`config.mk`:
```
export PLATFORM = sky130hd
export DESIGN_NAME = lzhbg_engine
export DESIGN_NICKNAME = d
export VERILOG_FILES = /design/src/hw/rtl/lzhbg_pkg.sv /design/src/hw/rtl/lzhbg_engine.sv
export SDC_FILE = /design/constraint.sdc
export NUM_CORES = 1
export LEC_CHECK = 0
export ABC_AREA = 1
export BUFFER_PORTS_ARGS = -buffer_cell sky130_fd_sc_hd__buf_2
export CORE_MARGIN = 2
export CORE_UTILIZATION = 60
export DETAILED_ROUTE_END_ITERATION = 12
export PLACE_DENSITY = 0.83
export SYNTH_ARGS = -nofsm -noshare
export SYNTH_HDL_FRONTEND = slang
export SYNTH_SLANG_ARGS = --single-unit
```
`constraint.sdc`:
```
create_clock -name clk -period 5.2 [get_ports clk]
set_clock_uncertainty 0.15 [all_clocks]
set_input_delay 0.78 -clock clk [delete_from_list [all_inputs] [get_ports clk]]
set_output_delay 0.78 -clock clk [all_outputs]
set_load 0.05 [all_outputs]
```
`src/hw/rtl/lzhbg_pkg.sv`:
```
`timescale 1ns / 1ps
// ----------------------------------------------------------------------------
// lzhbg_pkg
// Shared constants and types of the height-bounded greedy LZ77 parser.
// ----------------------------------------------------------------------------
package lzhbg_pkg;

	localparam int BLOCK_SIZE = 4096;
	localparam int ADDR_W     = $clog2(BLOCK_SIZE);
	localparam int CNT_W      = ADDR_W + 1;
	localparam int HGT_W      = 8;
	localparam int BYTE_W     = 8;
	localparam int MAXH_W     = HGT_W + 1;

	localparam logic [HGT_W-1:0] LIMIT_RESET = 8'd16;
	localparam logic [CNT_W-1:0] MIN_COPY    = CNT_W'(2);

	localparam logic OP_LOAD  = 1'b0;
	localparam logic OP_FETCH = 1'b1;

	localparam logic ST_OK   = 1'b0;
	localparam logic ST_NONE = 1'b1;

	// memory access request from the search engine
	typedef struct packed {
		logic [ADDR_W-1:0] ta_addr;
		logic [ADDR_W-1:0] tb_addr;
		logic [ADDR_W-1:0] h_raddr;
		logic              h_we;
		logic [ADDR_W-1:0] h_waddr;
		logic [HGT_W-1:0]  h_wdata;
	} mem_req_t;

	// finished phrase from the search engine
	typedef struct packed {
		logic              valid;
		logic [CNT_W-1:0]  length;
		logic [ADDR_W-1:0] source;
		logic              literal;
		logic              last;
	} phrase_t;

endpackage

```
`src/hw/rtl/lzhbg_engine.sv`:
```
`timescale 1ns / 1ps
// ----------------------------------------------------------------------------
// lzhbg_engine
// Match search and height write-back sequencer for one phrase.
// ----------------------------------------------------------------------------
module lzhbg_engine (
	input  logic                          clk,
	input  logic                          arst_n,
	input  logic                          start,
	input  logic [lzhbg_pkg::CNT_W-1:0]   pos_p,
	input  logic [lzhbg_pkg::CNT_W-1:0]   count_n,
	input  logic [lzhbg_pkg::HGT_W-1:0]   limit,
	input  logic [lzhbg_pkg::BYTE_W-1:0]  ta_rdata,
	input  logic [lzhbg_pkg::BYTE_W-1:0]  tb_rdata,
	input  logic [lzhbg_pkg::HGT_W-1:0]   h_rdata,
	output logic                          busy,
	output lzhbg_pkg::mem_req_t           req,
	output lzhbg_pkg::phrase_t            res
);

	localparam logic [2:0] S_IDLE = 3'd0;
	localparam logic [2:0] S_RD   = 3'd1;
	localparam logic [2:0] S_EV   = 3'd2;
	localparam logic [2:0] S_CMP  = 3'd3;
	localparam logic [2:0] S_DONE = 3'd4;
	localparam logic [2:0] S_LIT  = 3'd5;
	localparam logic [2:0] S_WRD  = 3'd6;
	localparam logic [2:0] S_WWR  = 3'd7;

	logic [2:0]                        state_q;
	logic [lzhbg_pkg::ADDR_W-1:0]      pos_q, src_q, best_pos_q;
	logic [lzhbg_pkg::CNT_W-1:0]       len_q, best_len_q, cnt_q;
	logic [lzhbg_pkg::MAXH_W-1:0]      mx_q, best_max_q;

	logic [lzhbg_pkg::CNT_W:0]         run_end;
	logic [lzhbg_pkg::ADDR_W-1:0]      src_inc;
	logic [lzhbg_pkg::MAXH_W-1:0]      h_plus;
	logic                              better;

	assign run_end = {1'b0, pos_p} + {1'b0, len_q};
	assign src_inc = src_q + lzhbg_pkg::ADDR_W'(1);
	assign h_plus  = {1'b0, h_rdata} + lzhbg_pkg::MAXH_W'(1);
	assign better  = (len_q > best_len_q) || ((len_q == best_len_q) && (mx_q < best_max_q));
	assign busy    = (state_q != S_IDLE);

	always_comb begin
		req.ta_addr = pos_q + len_q[lzhbg_pkg::ADDR_W-1:0];
		req.tb_addr = pos_p[lzhbg_pkg::ADDR_W-1:0]
			+ ((state_q == S_RD) ? len_q[lzhbg_pkg::ADDR_W-1:0] : '0);
		req.h_raddr = src_q;
		req.h_we    = (state_q == S_WWR)
			|| ((state_q == S_DONE) && (best_len_q < lzhbg_pkg::MIN_COPY));
		req.h_waddr = pos_p[lzhbg_pkg::ADDR_W-1:0]
			+ ((state_q == S_WWR) ? cnt_q[lzhbg_pkg::ADDR_W-1:0] : '0);
		req.h_wdata = (state_q == S_WWR) ? h_plus[lzhbg_pkg::HGT_W-1:0] : '0;
	end

	always_comb begin
		res.valid   = 1'b0;
		res.length  = best_len_q;
		res.source  = best_pos_q;
		res.literal = 1'b0;
		res.last    = ((pos_p + best_len_q) == count_n);
		if (state_q == S_LIT) begin
			res.valid   = 1'b1;
			res.length  = lzhbg_pkg::CNT_W'(1);
			res.source  = lzhbg_pkg::ADDR_W'(tb_rdata);
			res.literal = 1'b1;
			res.last    = ((pos_p + lzhbg_pkg::CNT_W'(1)) == count_n);
		end else if ((state_q == S_WWR) && ((cnt_q + lzhbg_pkg::CNT_W'(1)) == best_len_q)) begin
			res.valid = 1'b1;
		end
	end

	always_ff @(posedge clk or negedge arst_n) begin
		if (!arst_n) begin
			state_q <= S_IDLE;
		end else begin
			case (state_q)
				S_IDLE: begin
					if (start) begin
						state_q <= (pos_p == '0) ? S_DONE : S_RD;
					end
				end
				S_RD: begin
					state_q <= (run_end >= {1'b0, count_n}) ? S_CMP : S_EV;
				end
				S_EV: begin
					state_q <= ((ta_rdata != tb_rdata) || (h_rdata >= limit)) ? S_CMP : S_RD;
				end
				S_CMP: begin
					state_q <= (({1'b0, pos_q} + lzhbg_pkg::CNT_W'(1)) == pos_p) ? S_DONE : S_RD;
				end
				S_DONE: begin
					state_q <= (best_len_q < lzhbg_pkg::MIN_COPY) ? S_LIT : S_WRD;
				end
				S_LIT: begin
					state_q <= S_IDLE;
				end
				S_WRD: begin
					state_q <= S_WWR;
				end
				S_WWR: begin
					state_q <= res.valid ? S_IDLE : S_WRD;
				end
				default: begin
					state_q <= S_IDLE;
				end
			endcase
		end
	end

	always_ff @(posedge clk) begin
		case (state_q)
			S_IDLE: begin
				pos_q      <= '0;
				src_q      <= '0;
				len_q      <= '0;
				mx_q       <= '0;
				best_len_q <= '0;
				best_max_q <= '1;
				best_pos_q <= '0;
			end
			S_EV: begin
				if ((ta_rdata == tb_rdata) && (h_rdata < limit)) begin
					if (h_plus > mx_q) begin
						mx_q <= h_plus;
					end
					len_q <= len_q + lzhbg_pkg::CNT_W'(1);
					src_q <= ({1'b0, src_inc} == pos_p) ? pos_q : src_inc;
				end
			end
			S_CMP: begin
				if (better) begin
					best_len_q <= len_q;
					best_max_q <= mx_q;
					best_pos_q <= pos_q;
				end
				pos_q <= pos_q + lzhbg_pkg::ADDR_W'(1);
				src_q <= pos_q + lzhbg_pkg::ADDR_W'(1);
				len_q <= '0;
				mx_q  <= '0;
			end
			S_DONE: begin
				cnt_q <= '0;
				src_q <= best_pos_q;
			end
			S_WWR: begin
				cnt_q <= cnt_q + lzhbg_pkg::CNT_W'(1);
				src_q <= ({1'b0, src_inc} == pos_p) ? best_pos_q : src_inc;
			end
			default: begin
			end
		endcase
	end

endmodule

```
==> impl_metrics.csv, run 1 <==
group,metric,value,unit
synth,yosysTopAreaCellShare,0.271,
sta,rsz0062_at_grt,"no",
route,drtIter0Drc,1032,
synth,synth-main-ff-cell,"edfxtp_1",
route,ant_nets,0,
synth,synth_cell_types,47,
route,vias,10400,
worst_setup_path,worstSetupStartpoint,"state_q[0]",
synth,netlist_area,10300,µm²
synth,syn_nets,1615,
sta,hold_viol,0,
floorplanning,std_cell_rows,47,
cts,path_clk_slew,0.07,ns
sta,min_period,4.76,ns
finish,fillCellCount,1493,
floorplanning,dieWidth,135,µm
cts,clock_latency,0.37,ns
sta,fin_setup_tns,0,ns
finish,area_delta_synth_final,12.4,%
cts,cts_made_buffers,9,
sta,fmax,0.210,GHz
sta,finalSetupViolations,0,
sta,slew_violations,0,
floorplanning,top_level_ports,147,
placement,hpwl,25000,µm
cts,htree_levels,3,
finish,layout_common_cells,"nand2_1, inv_1, nor2_1",
grt,grt_pass1_vias,9554,
floorplanning,fp.dieH,135,µm
cts,cts_root_buf,"clkbuf_16",
worst_setup_path,reg2reg_slack,1.62,ns
route,wirelength,31300,µm
finish,final_area,11600,µm²
route,wl_per_cell,17.4,µm
sta,fin_ws,0.435,ns
hold_path,hold_class,"in -> async",
worst_setup_path,cp_max_fo,20,
worst_setup_path,r2r_end,"state_q[0]",
sta,maxSlewHeadroom,0.234,
worst_setup_path,worst-r2r-cell-count,19,
synth,yosysTopAreaCell,"edfxtp_1",
worst_setup_path,r2r-start,"len_q[0]",
synth,synth_edf_count,93,
worst_setup_path,end_kind,"primary output",
floorplanning,initial_utilization,0.618,
cts,post_cts.repair.setup_buffers,0,
run_status,status,"finished, final reports clean",
worst_setup_path,cp.required,4.27,ns
placement,io_buffers,146,
finish,layout.nets,1758,
worst_setup_path,endpoint,"res[0]",
floorplanning,dieArea,18300,µm²
grt,globalRouteOverflowTotal,0,
synth,synthCells,1435,
route,drc,0,
grt,grt_usage,0.346,
synth,synthArstFlopShare,0.0313,
sta,worst_pin_slew,1.14,ns
cts,holdBufCountCts,0,
worst_setup_path,crit_slowest_cell,"fa_1",
synth,ys_ff_latch,96,
run,maxCapViolations,0,
cts,cts_tree,"yes",
grt,grt_max_degree,41,
placement,dp_slack,0.859,ns
synth,syn_avg_cell_area,7.19,µm²
route,drtPass1Iterations,6,
placement,gp_congestion,0.959,
floorplanning,core_area,16700,µm²
grt,antenna_found_initial,1,
cts,cts.sinks,96,
finish,drive_gt1_frac,0.128,
placement,dpl_cell_area,11300,µm²
cts,clk_path_buf_depth,2,
worst_setup_path,worst-setup-path-type,"reg -> out",
worst_setup_path,critPathArrivalTime,3.83,ns
sta,finalCritPeriodShare,0.916,
finish,final_common_cell,"nand2_1",
worst_setup_path,cp-start-kind,"flop",
cts,cts_resized,0,
worst_setup_path,cp_cell_sequence,"inv_1, nor2_1, nand2_1, buf_4, inv_1, or2_2, ha_1, fa_1, nand3_1, nand2_1, a21oi_1, xor2_1, inv_1, nor2_1, nand4_1, nor2_1, buf_2",
synth,yosysSeqAreaShare,0.278,
worst_setup_path,crit_path_max_incr_delay,0.44,ns
route,avgViaCountPerCell,5.76,
grt,grt_pass1_wl,48800,µm
synth,synth.area.top_cells,"edfxtp_1, ha_1, nand2_1",
synth,yosysWarningCount,0,
through the flow:
| step | utilization | hold WS [ns] | instances |
|---|---|---|---|
| 2_1_floorplan | - | 0.334 | 1435 |
| 3_3_place_gp | 0.676 | 0.402 | 1787 |
| 3_5_place_dp | 0.676 | 0.404 | 1787 |
| 4_1_cts | 0.694 | 0.0471 | 1803 |
| 5_1_grt | 0.694 | 0.0445 | 1803 |
| 6_report | 0.695 | 0.0492 | 1804 |
critical path, delay by kind of cell, from the launching register on:
kind / cells / cell delay (ns)
adders and majority gates: 2 / 0.70
AOI/OAI and AO/OA: 1 / 0.23
xor gates and xnor gates: 1 / 0.17
and+or+nand+nor: 8 / 1.04
buffers and inverters: 5 / 0.95
DFF: 1 / 0.37
area by class of cell:
class | instances | area, µm² | area share
multi-input combinational | 1072 | 6430 | 0.554
sequential | 96 | 2870 | 0.247
inverter | 243 | 912 | 0.0786
timing repair buffer | 156 | 806 | 0.0695
tap | 220 | 275 | 0.0237
clock buffer | 9 | 225 | 0.0194
clock inverter | 7 | 86.3 | 0.00744
antenna | 1 | 2.50 | 0.000216
how the worst min path moves through the flow:
stage	start	endpoint	slack, ns
floorplan	arst_n	state_q[0]	0.33
global placement	mx_q[5]	best_max_q[5]	0.40
detailed placement	mx_q[0]	best_max_q[0]	0.40
CTS	arst_n	state_q[2]	0.05
global route	arst_n	state_q[2]	0.04
finish	arst_n	state_q[2]	0.05
synthesized netlist by cell type (2+ instances only):
| cell type | n |
|---|---|
| buf_4 | 7 |
| buf_2 | 3 |
| fa_1 | 5 |
| o2111ai_1 | 2 |
| o21bai_1 | 5 |
| xnor2_1 | 31 |
| or2_2 | 4 |
| o31ai_1 | 3 |
| a21o_1 | 3 |
| nand3b_1 | 15 |
| and2_1 | 2 |
| inv_1 | 240 |
| a31oi_1 | 4 |
| dfrtp_1 | 3 |
| nand3_1 | 101 |
| o21ai_0 | 53 |
| nand3_4 | 2 |
| a211oi_1 | 4 |
| nor4_1 | 5 |
| a21oi_1 | 95 |
| nor2_1 | 176 |
| xor2_1 | 63 |
| nor2_4 | 2 |
| o221ai_1 | 2 |
| inv_2 | 2 |
| o41ai_1 | 2 |
| ha_1 | 114 |
| nand2_1 | 276 |
| nand2_2 | 10 |
| nand3_2 | 3 |
| nand4_1 | 54 |
| edfxtp_1 | 93 |
| buf_1 | 3 |
| clkbuf_1 | 10 |
| o22ai_1 | 6 |
| nor2_2 | 2 |
| nor3_1 | 20 |
flip-flops by register name (all words and copies together), names as in the netlist:
name / count
best_len_q: 13
best_pos_q: 12
best_max_q: 9
src_q: 12
mx_q: 9
state_q: 3
len_q: 13
pos_q: 12
cnt_q: 13
layer usage:
metal	track usage	vias up	share of wire
met5	0	-	0
met4	0.126	0	0.035
met3	0.0703	67	0.12
met2	0.538	570	0.43
met1	0.479	4705	0.42
li1	-	5048	-
cells by family after synthesis:
family          Yosys count  synth area share
xor+xnor                 95            0.0820
buf+inv                 267             0.101
simple gates            675             0.294
flops                    96             0.278
fa+ha+maj               119             0.148
compound gates          183            0.0979
Power of run 1 is not shown: default switching activity piles up to over one toggle a cycle in this logic, so the estimate is an artifact.
==> inputs of run 2 (changes only) <==
Settings changed: CORE_UTILIZATION 60 to 59, PLACE_DENSITY 0.83 to 0.82.
==> impl_metrics.csv, run 2 (synthesized netlist as in run 1, its figures left out) <==
group,metric,value,unit
cts,path_clk_slew,0.07,ns
hold_path,hold_class,"in -> async",
run,maxCapViolations,0,
placement,hpwl,24500,µm
sta,fin_setup_tns,0,ns
grt,grt_max_degree,41,
floorplanning,top_level_ports,147,
cts,clk_path_buf_depth,2,
finish,top_regs,"best_len_q: 13 flops, cnt_q: 13 flops, len_q: 13 flops",
sta,whs,0.0687,ns
floorplanning,std_cell_rows,48,
finish,layout_common_cells,"nand2_1, inv_1, nor2_1",
cts,holdBufCountCts,0,
floorplanning,initial_utilization,0.601,
placement,gp_congestion,0.983,
cts,cts_root_buf,"clkbuf_16",
grt,globalRouteOverflowTotal,0,
sta,maxSlewHeadroom,0.253,
worst_setup_path,worst-setup-path-type,"reg -> out",
cts,post_cts.repair.setup_buffers,0,
sta,min_period,4.67,ns
placement,io_buffers,146,
sta,rsz0062_at_grt,"no",
worst_setup_path,cp.required,4.27,ns
finish,antenna_cells,0,
grt,grt_pass1_vias,9287,
cts,htree_levels,3,
sta,finalSetupViolations,0,
sta,fmax,0.214,GHz
cts,clock_latency,0.36,ns
finish,area_delta_synth_final,12.1,%
sta,slew_violations,0,
cts,cts.sinks,96,
worst_setup_path,cp-start-kind,"flop",
cts,cts_resized,0,
grt,grt_usage,0.336,
worst_setup_path,end_kind,"primary output",
run_status,status,"finished, final reports clean",
route,avgViaCountPerCell,5.73,
floorplanning,dieArea,18600,µm²
finish,final_common_cell,"nand2_1",
grt,antenna_found_initial,0,
route,drtIter0Drc,972,
grt,grt_pass1_wl,47900,µm
floorplanning,core_area,17200,µm²
sta,worst_pin_slew,1.12,ns
sta,finalCritPeriodShare,0.898,
finish,layout.nets,1756,
cts,cts_made_buffers,9,
worst_setup_path,cp_max_fo,24,
cts,cts_tree,"yes",
route,drc,0,
route,drtPass1Iterations,6,
route,wirelength,30900,µm
floorplanning,fp.dieH,136,µm
route,ant_nets,0,
finish,seq_area,2870,µm²
route,wl_per_cell,17.1,µm
route,vias,10300,
sta,hold_viol,0,
worst_setup_path,critPathArrivalTime,3.74,ns
finish,fillCellCount,1501,
finish,multi_input_area,6430,µm²
floorplanning,dieWidth,136,µm
finish,drive_gt1_frac,0.125,
## run 2: cell types whose count changed in the layout (fill, tap and decap cells not counted), sizes merged
cell,previous run,this run
clkinv,2,5
diode,1,0
buf,156,154
inv,246,242
clkbuf,9,11
clkinvlp,1,0
## run 2: cell type report
type | instances | share of cell area
Tap cell | 225 | 0.0243
Clock buffer | 11 | 0.0201
Inverter | 243 | 0.0788
Sequential cell | 96 | 0.248
Timing Repair Buffer | 154 | 0.0684
Multi-Input combinational cell | 1072 | 0.555
Clock inverter | 5 | 0.00498
## run 2: final timing paths
| path | from | slack [ns] | depth (start not counted) | end |
|---|---|---|---|---|
| setup reg to reg | state_q[2] | 1.45 | 7 | best_pos_q[0] |
| hold reg to reg | mx_q[8] | 0.42 | 2 | best_max_q[8] |
| hold / removal | arst_n | 0.07 | 1 | state_q[0] |
| setup / recovery | state_q[2] | 0.53 | 16 | req[19] |
| min in group clk | mx_q[8] | 0.42 | 2 | best_max_q[8] |
| max in group asynchronous | arst_n | 4.70 | 1 | state_q[2] |
## run 2: through the flow
| step | cell area [µm²] | instances | setup slack (ns) | util |
|---|---|---|---|---|
| floorplan | 10300 | 1435 | 0.781 | - |
| global placement | 11300 | 1790 | 0.991 | 0.657 |
| detailed placement | 11300 | 1790 | 0.949 | 0.657 |
| CTS | 11600 | 1806 | 0.575 | 0.674 |
| global route | 11600 | 1806 | 0.183 | 0.674 |
| finish | 11600 | 1806 | 0.533 | 0.674 |
## run 2: critical path: stages, from the launching register on
cell and delay, ns:
dfrtp_1 0.46, nand2_1 0.12, nor2_1 0.04, buf_4 0.19
inv_1 0.31, buf_4 0.35, nor2_1 0.07, ha_1 0.36
a21oi_1 0.21, nand2_1 0.11, a21oi_1 0.22, o21ai_0 0.18
a21oi_1 0.16, nor2_1 0.05, nor2_1 0.11, xor2_1 0.14
buf_2 0.27
## run 2: metal layers
| layer | up-vias | share of wire | GRT usage |
|---|---|---|---|
| met4 | 0 | 0.031 | 0.118 |
| met1 | 4658 | 0.42 | 0.467 |
| met3 | 62 | 0.12 | 0.0649 |
| met5 | - | 0 | 0 |
| li1 | 5050 | - | - |
| met2 | 578 | 0.43 | 0.523 |
Power of run 2 is left out for the same reason.
